## src/sv/rpm_fifo.sv

```systemverilog
module rpm_fifo #(
  parameter int WIDTH = 8,
  parameter int DEPTH = 2
) (
  input  logic             clk_i,
  input  logic             rst_ni,
  input  logic             push_i,
  input  logic [WIDTH-1:0] data_i,
  output logic             full_o,
  input  logic             pop_i,
  output logic             valid_o,
  output logic [WIDTH-1:0] data_o
);
  localparam int PW = (DEPTH > 1) ? $clog2(DEPTH) : 1;
  localparam int CW = $clog2(DEPTH + 1);

  logic [WIDTH-1:0] mem_q [DEPTH];
  logic [PW-1:0]    wptr_q, wptr_d, rptr_q, rptr_d;
  logic [CW-1:0]    cnt_q, cnt_d;
  logic             do_push, do_pop;

  assign full_o  = (cnt_q == CW'(DEPTH));
  assign valid_o = (cnt_q != '0);
  assign data_o  = mem_q[rptr_q];
  assign do_push = push_i && !full_o;
  assign do_pop  = pop_i && valid_o;

  always_comb begin
    wptr_d = wptr_q;
    rptr_d = rptr_q;
    cnt_d  = cnt_q;
    if (do_push) wptr_d = (wptr_q == PW'(DEPTH - 1)) ? '0 : wptr_q + 1'b1;
    if (do_pop) rptr_d = (rptr_q == PW'(DEPTH - 1)) ? '0 : rptr_q + 1'b1;
    if (do_push && !do_pop) cnt_d = cnt_q + 1'b1;
    else if (do_pop && !do_push) cnt_d = cnt_q - 1'b1;
  end

  always_ff @(posedge clk_i or negedge rst_ni) begin
    if (!rst_ni) begin
      wptr_q <= '0;
      rptr_q <= '0;
      cnt_q  <= '0;
    end else begin
      wptr_q <= wptr_d;
      rptr_q <= rptr_d;
      cnt_q  <= cnt_d;
    end
  end

  always_ff @(posedge clk_i) begin
    if (do_push) mem_q[wptr_q] <= data_i;
  end
endmodule

```

## config.mk

```make
export PLATFORM = sky130hd
export DESIGN_NAME = rpm_fifo
export DESIGN_NICKNAME = d
export VERILOG_FILES = /design/src/sv/rpm_fifo.sv
export SDC_FILE = /design/constraint.sdc
export NUM_CORES = 1
export LEC_CHECK = 0
export CELL_PAD_IN_SITES_DETAIL_PLACEMENT = 1
export CELL_PAD_IN_SITES_GLOBAL_PLACEMENT = 1
export CORE_MARGIN = 1.5
export CORE_UTILIZATION = 41
export DETAILED_ROUTE_END_ITERATION = 6
export DONT_BUFFER_PORTS = 1
export GPL_TIMING_DRIVEN = 0
export PLACE_DENSITY = 0.61
export SLEW_MARGIN = 5
export SYNTH_ARGS = -nofsm -noshare
export SYNTH_HDL_FRONTEND = slang
export SYNTH_SLANG_ARGS = --single-unit
```

## constraint.sdc

```tcl
create_clock -name clk_i -period 1.6 [get_ports clk_i]
set_input_delay 0 -clock clk_i [delete_from_list [all_inputs] [get_ports clk_i]]
set_output_delay 0 -clock clk_i [all_outputs]
set_load 0.05 [all_outputs]
```

Word-level counts from Yosys, hierarchy flattened
Memory sizes are Yosys's and may differ from the RTL's.
Index checks and enable logic that the tools add are counted.
Word-level totals
  memory bits (writable): 16
  register bits: 4
  word-level logic and storage cells: 24
  memories: 1
  output and inout port bits: 10
  bits in latches: 0
  bits in read-only memories: 0
  bits of input ports: 12
Cells by class
  div/mod/pow operators: 0
  equality and inequality tests: 1
  $add $sub $neg: 4
  multipliers: 0
  order comparisons: 0
  bitwise gates (word level): 0
  shifts and indexed selects: 0
  reduce and logical (&&, ||, !) cells: 9
  muxes and demuxes: 6
Memory list
  mem_q: depth 2, width 8, read ports 1, clocked after Yosys merged registers in 0, wr ports 1, line 17  | logic [WIDTH-1:0] mem_q [DEPTH];
Operators with widths (number)
  1-bit logical AND: 4
  1-bit two-way mux: 4
  2-bit two-way mux: 2
  2-bit nonzero test: 2
  1-bit zero test: 3
  1-bit adder (second input constant): 2
  2-bit by 1-bit adder with 2-bit output (second input constant): 1
  2-bit == test (second input constant): 1
  2-bit by 1-bit subtractor with 2-bit output (second input constant): 1

Logic depth before layout (Yosys ltp)
  word-level depth: 7
  mapped depth: 7
  gate-level depth less buffers: 7

Worst setup path after synthesis
OpenSTA, ideal clock, no wires.
  path kind: register to register
  from: register cnt_q[1]
  to: register cnt_q[1]
  path slack: 0.197 ns
  path buffers: 0
  clock period less this slack: 1.403 ns
  data required time: 1.475 ns
  setup time: 0.125 ns
  arrival: 1.278 ns
  cell stages (with the launch flop): 7
  path through: dfrtp_1 -> or2_4 -> nand2_4 -> ha_1 -> xor2_1 -> nor2_1 -> xor2_1
Between the ends
  elaborated cells on any way between the ends: 14
  those cells by class: add/sub: 2; eq/ne: 1; mux: 2; reduce/logical: 9
RTL lines
  start: declaration: line 19  | logic [CW-1:0] cnt_q, cnt_d;
  start signal: assignment: line 46  | cnt_q <= cnt_d;
  2-bit nonzero test (*): line 23  | assign valid_o = (cnt_q != '0);
  net valid_o: line 11  | output logic valid_o,
  1-bit logical AND (*): line 26  | assign do_pop = pop_i && valid_o;
  1-bit zero test: line 34  | if (do_push && !do_pop) cnt_d = cnt_q + 1'b1;
  1-bit logical AND: line 34
  2-bit two-way mux or 2-bit nonzero test (tied branches)
The timed path passes the listed nets; every way through them passes the cells marked *. The select of a mux whose other input is x is not followed.
A chain may end at the register's enable or synchronous reset.

Worst setup path after layout
Same ends and word-level chain as after synthesis.

==> flow_metrics.py <==
metrics = {
    "cells_and_area": {
        "fin_nets": 75,
        "num_antenna_cells": 0,
        "regArea_um2": 581,
        "nFillCells": 188,
        "drive_gt1_share_pct": 14.8,
        "final_cell_area_um2": 973,
        "multiInputGateArea_um2": 195,
        "syn2layout_area_growth_pct": 23.9,
        "final_util_pct": 55.2,
    },
    "sta": {
        "rsz0062_at_grt": "no",
        "fmax_ghz": 0.662,
        "period_needed_ns": 1.51,
        "finalHoldViolations": 0,
        "slew_viol_final": 0,
        "timing.slew.headroom_pct": 69.4,
        "finalCritPeriodShare_pct": 94.4,
        "setup-tns-final_ns": 0,
        "finClkSkew_ns": 0.00156,
        "worstMarginPinSlew_ns": 0.460,
        "setup_violations": 0,
    },
    "run": {
        "drv_cap": 0,
    },
    "min_path": {
        "hold_start": "push_i",
        "hold_path_end": "mem_q[1][1]",
        "hp-class": "input pin to flip-flop",
        "hold_path_depth": 1,
    },
    "logic_synthesis": {
        "synth-simple-area-share_pct": 5.89,
        "synth_mux_area_share_pct": 11.5,
        "synthAdderAreaFrac_pct": 1.59,
        "synth.cell_area_um2": 786,
        "synthCells": 44,
        "synth_top_family_by_area": "multiplexers",
        "synth_commonest_cells": "edfxtp_1 (16), mux2_1 (8), dfrtp_1 (4)",
        "synth-compound-area-share_pct": 0,
        "synth_nets": 57,
        "synthTopCellsByArea": "edfxtp_1 (61%), dfrtp_1 (13%), mux2_1 (11%), xnor2_1 (3.3%), xor2_1 (2.2%)",
        "synthArstFlopShare_pct": 20.0,
        "ys.flop_type": "edfxtp_1",
        "synth-seq-area-share_pct": 73.9,
        "ys_types": 14,
        "synth_edf_count": 16,
        "ys_ff_latch": 20,
        "synth-xor-area-share_pct": 5.57,
        "synth.most_common_cell": "edfxtp_1",
        "yosysTopAreaCell": "edfxtp_1",
        "yosysWarnings": 0,
        "yosys.area.top_type_share_pct": 61.1,
        "avgSynthCellArea_um2": 17.9,
    },
    "run_status": {
        "status": "completed",
    },
    "setup_path": {
        "start_kind": "flip-flop",
        "rr_worst_depth": 5,
        "r2r_start": "cnt_q[1]",
        "cp-end-kind": "flip-flop",
        "required_ns": 1.81,
        "crit_arrival_ns": 1.72,
        "setup.worst_path.class": "flip-flop to flip-flop",
        "crit_fanout": 3,
        "crit-reg2reg-capture": "cnt_q[1]",
        "r2r_slack_ns": 0.09,
    },
    "floorplan": {
        "initial_core_util_pct": 44.5,
        "rows": 15,
        "die_area_um2": 2190,
        "core_um2": 1760,
        "die_y_um": 46.8,
        "ios": 22,
        "die-width_um": 46.8,
    },
    "grt": {
        "grt_use_total_pct": 12.1,
        "grt_max_degree": 12,
        "grt_antenna_before_repair": 0,
        "overflow": 0,
        "grt_pass1_vias": 416,
        "grt_pass1_wl_mm": 1.75,
    },
    "clock_tree": {
        "cts_sinks": 20,
        "clk_latency_ns": 0.28,
        "cts_tree": "yes",
        "numCtsBuffers": 3,
        "cts-root-buf": "clkbuf_4",
        "clock_path_buffers": 2,
        "h-tree-depth": 1,
        "clk_pin_slew_ns": 0.10,
    },
    "detailed_routing": {
        "drtPass1Iterations": 3,
        "ant_nets": 0,
        "wl_per_cell_um": 14.1,
        "vias": 411,
        "drt_iter0_drc": 4,
        "drc_errors": 0,
        "drt-total-wl_mm": 1.21,
        "viasPerCell": 4.78,
    },
    "pwr": {
        "power.total_w": 0.00191,
        "power.density_nw_per_um2": 1960,
        "p_leak_nw": 0.365,
        "max-vdd-ir-drop_uv": 1040,
    },
    "placement": {
        "gp_congestion": 0.622,
        "numPortBuffers": 0,
        "placed_area_um2": 817,
    },
}
-- report_power, final --
part | internal [W] | switching, W
registers | 0.000727 | 0.0000550
logic | 0.000234 | 0.000666
clock network | 0.0000904 | 0.000139
total | 0.00105 | 0.000860
-- flip-flops by register name (all words and copies together), names as in the netlist --
name,cells
cnt_q,2
rptr_q,1
wptr_q,1
mem_q,16
-- routing by layer --
metal  track usage, %  vias to the layer above  part of all wire, %
met1             10.9                      208                   36
met4             1.67                        0                    0
li1                 -                      191                    -
met3             3.46                        0                  6.3
met2             26.0                       12                   57
met5                0                        -                    0
-- cell families (layout without fill, tap and decap cells) --
kind of cell / Yosys count / count (layout)
flops: 20 / 20
mux: 8 / 8
simple gates: 7 / 7
xor+xnor: 5 / 5
buf+inv: 3 / 20
fa+ha+maj: 1 / 1
-- timing repair --
item                       CTS  global route
setup endpoints to repair    8             1
gates resized for setup      1             0
cloned                       0             0
hold buffers                12             0
buffers inserted             0             1
hold endpoints to repair    22             0
-- per-stage QoR --
step,hold WS [ns],setup slack [ns],std cells
after global placement,-0.295,0.0726,69
after global routing,0.162,0.0102,86
after detailed placement,-0.295,-0.000703,69
after CTS,0.167,0.0491,85
after floorplan,-0.296,0.197,44
final,0.179,0.0897,86
-- cell usage in the layout (no fill, tap or decap), types with 2 or more instances in the layout --
master / synthesis / final
clkbuf_4: 0 / 3
dfrtp_1: 4 / 4
dlygate4sd3_1: 0 / 12
edfxtp_1: 16 / 16
inv_1: 2 / 2
mux2_1: 8 / 8
xnor2_1: 3 / 3
xor2_1: 2 / 2
-- worst max-delay path, stage by stage, from the launching register on --
cell     delay, ns
dfrtp_1       0.42
or2_4         0.35
nand2_4       0.10
ha_1          0.25
nor2_1        0.14
xor2_1        0.17
-- final cells by class --
class	count	share of cell area (%)
Buffer	1	0.514
Clock buffer	3	2.31
Inverter	2	0.771
Timing Repair Buffer	13	13.1
Multi-Input combinational cell	21	20.1
Clock inverter	1	0.386
Sequential cell	20	59.6
Tap cell	25	3.21
-- how the worst max path moves through the flow --
stage,slack [ns],end,start
2_1_floorplan,0.20,cnt_q[1],cnt_q[1]
3_3_place_gp,0.07,mem_q[0][6],cnt_q[0]
3_5_place_dp,-0.0007,mem_q[0][6],cnt_q[0]
4_1_cts,0.05,cnt_q[1],cnt_q[1]
5_1_grt,0.01,cnt_q[1],cnt_q[1]
6_report,0.09,cnt_q[1],cnt_q[1]
Power figures use the tool's default switching activity.
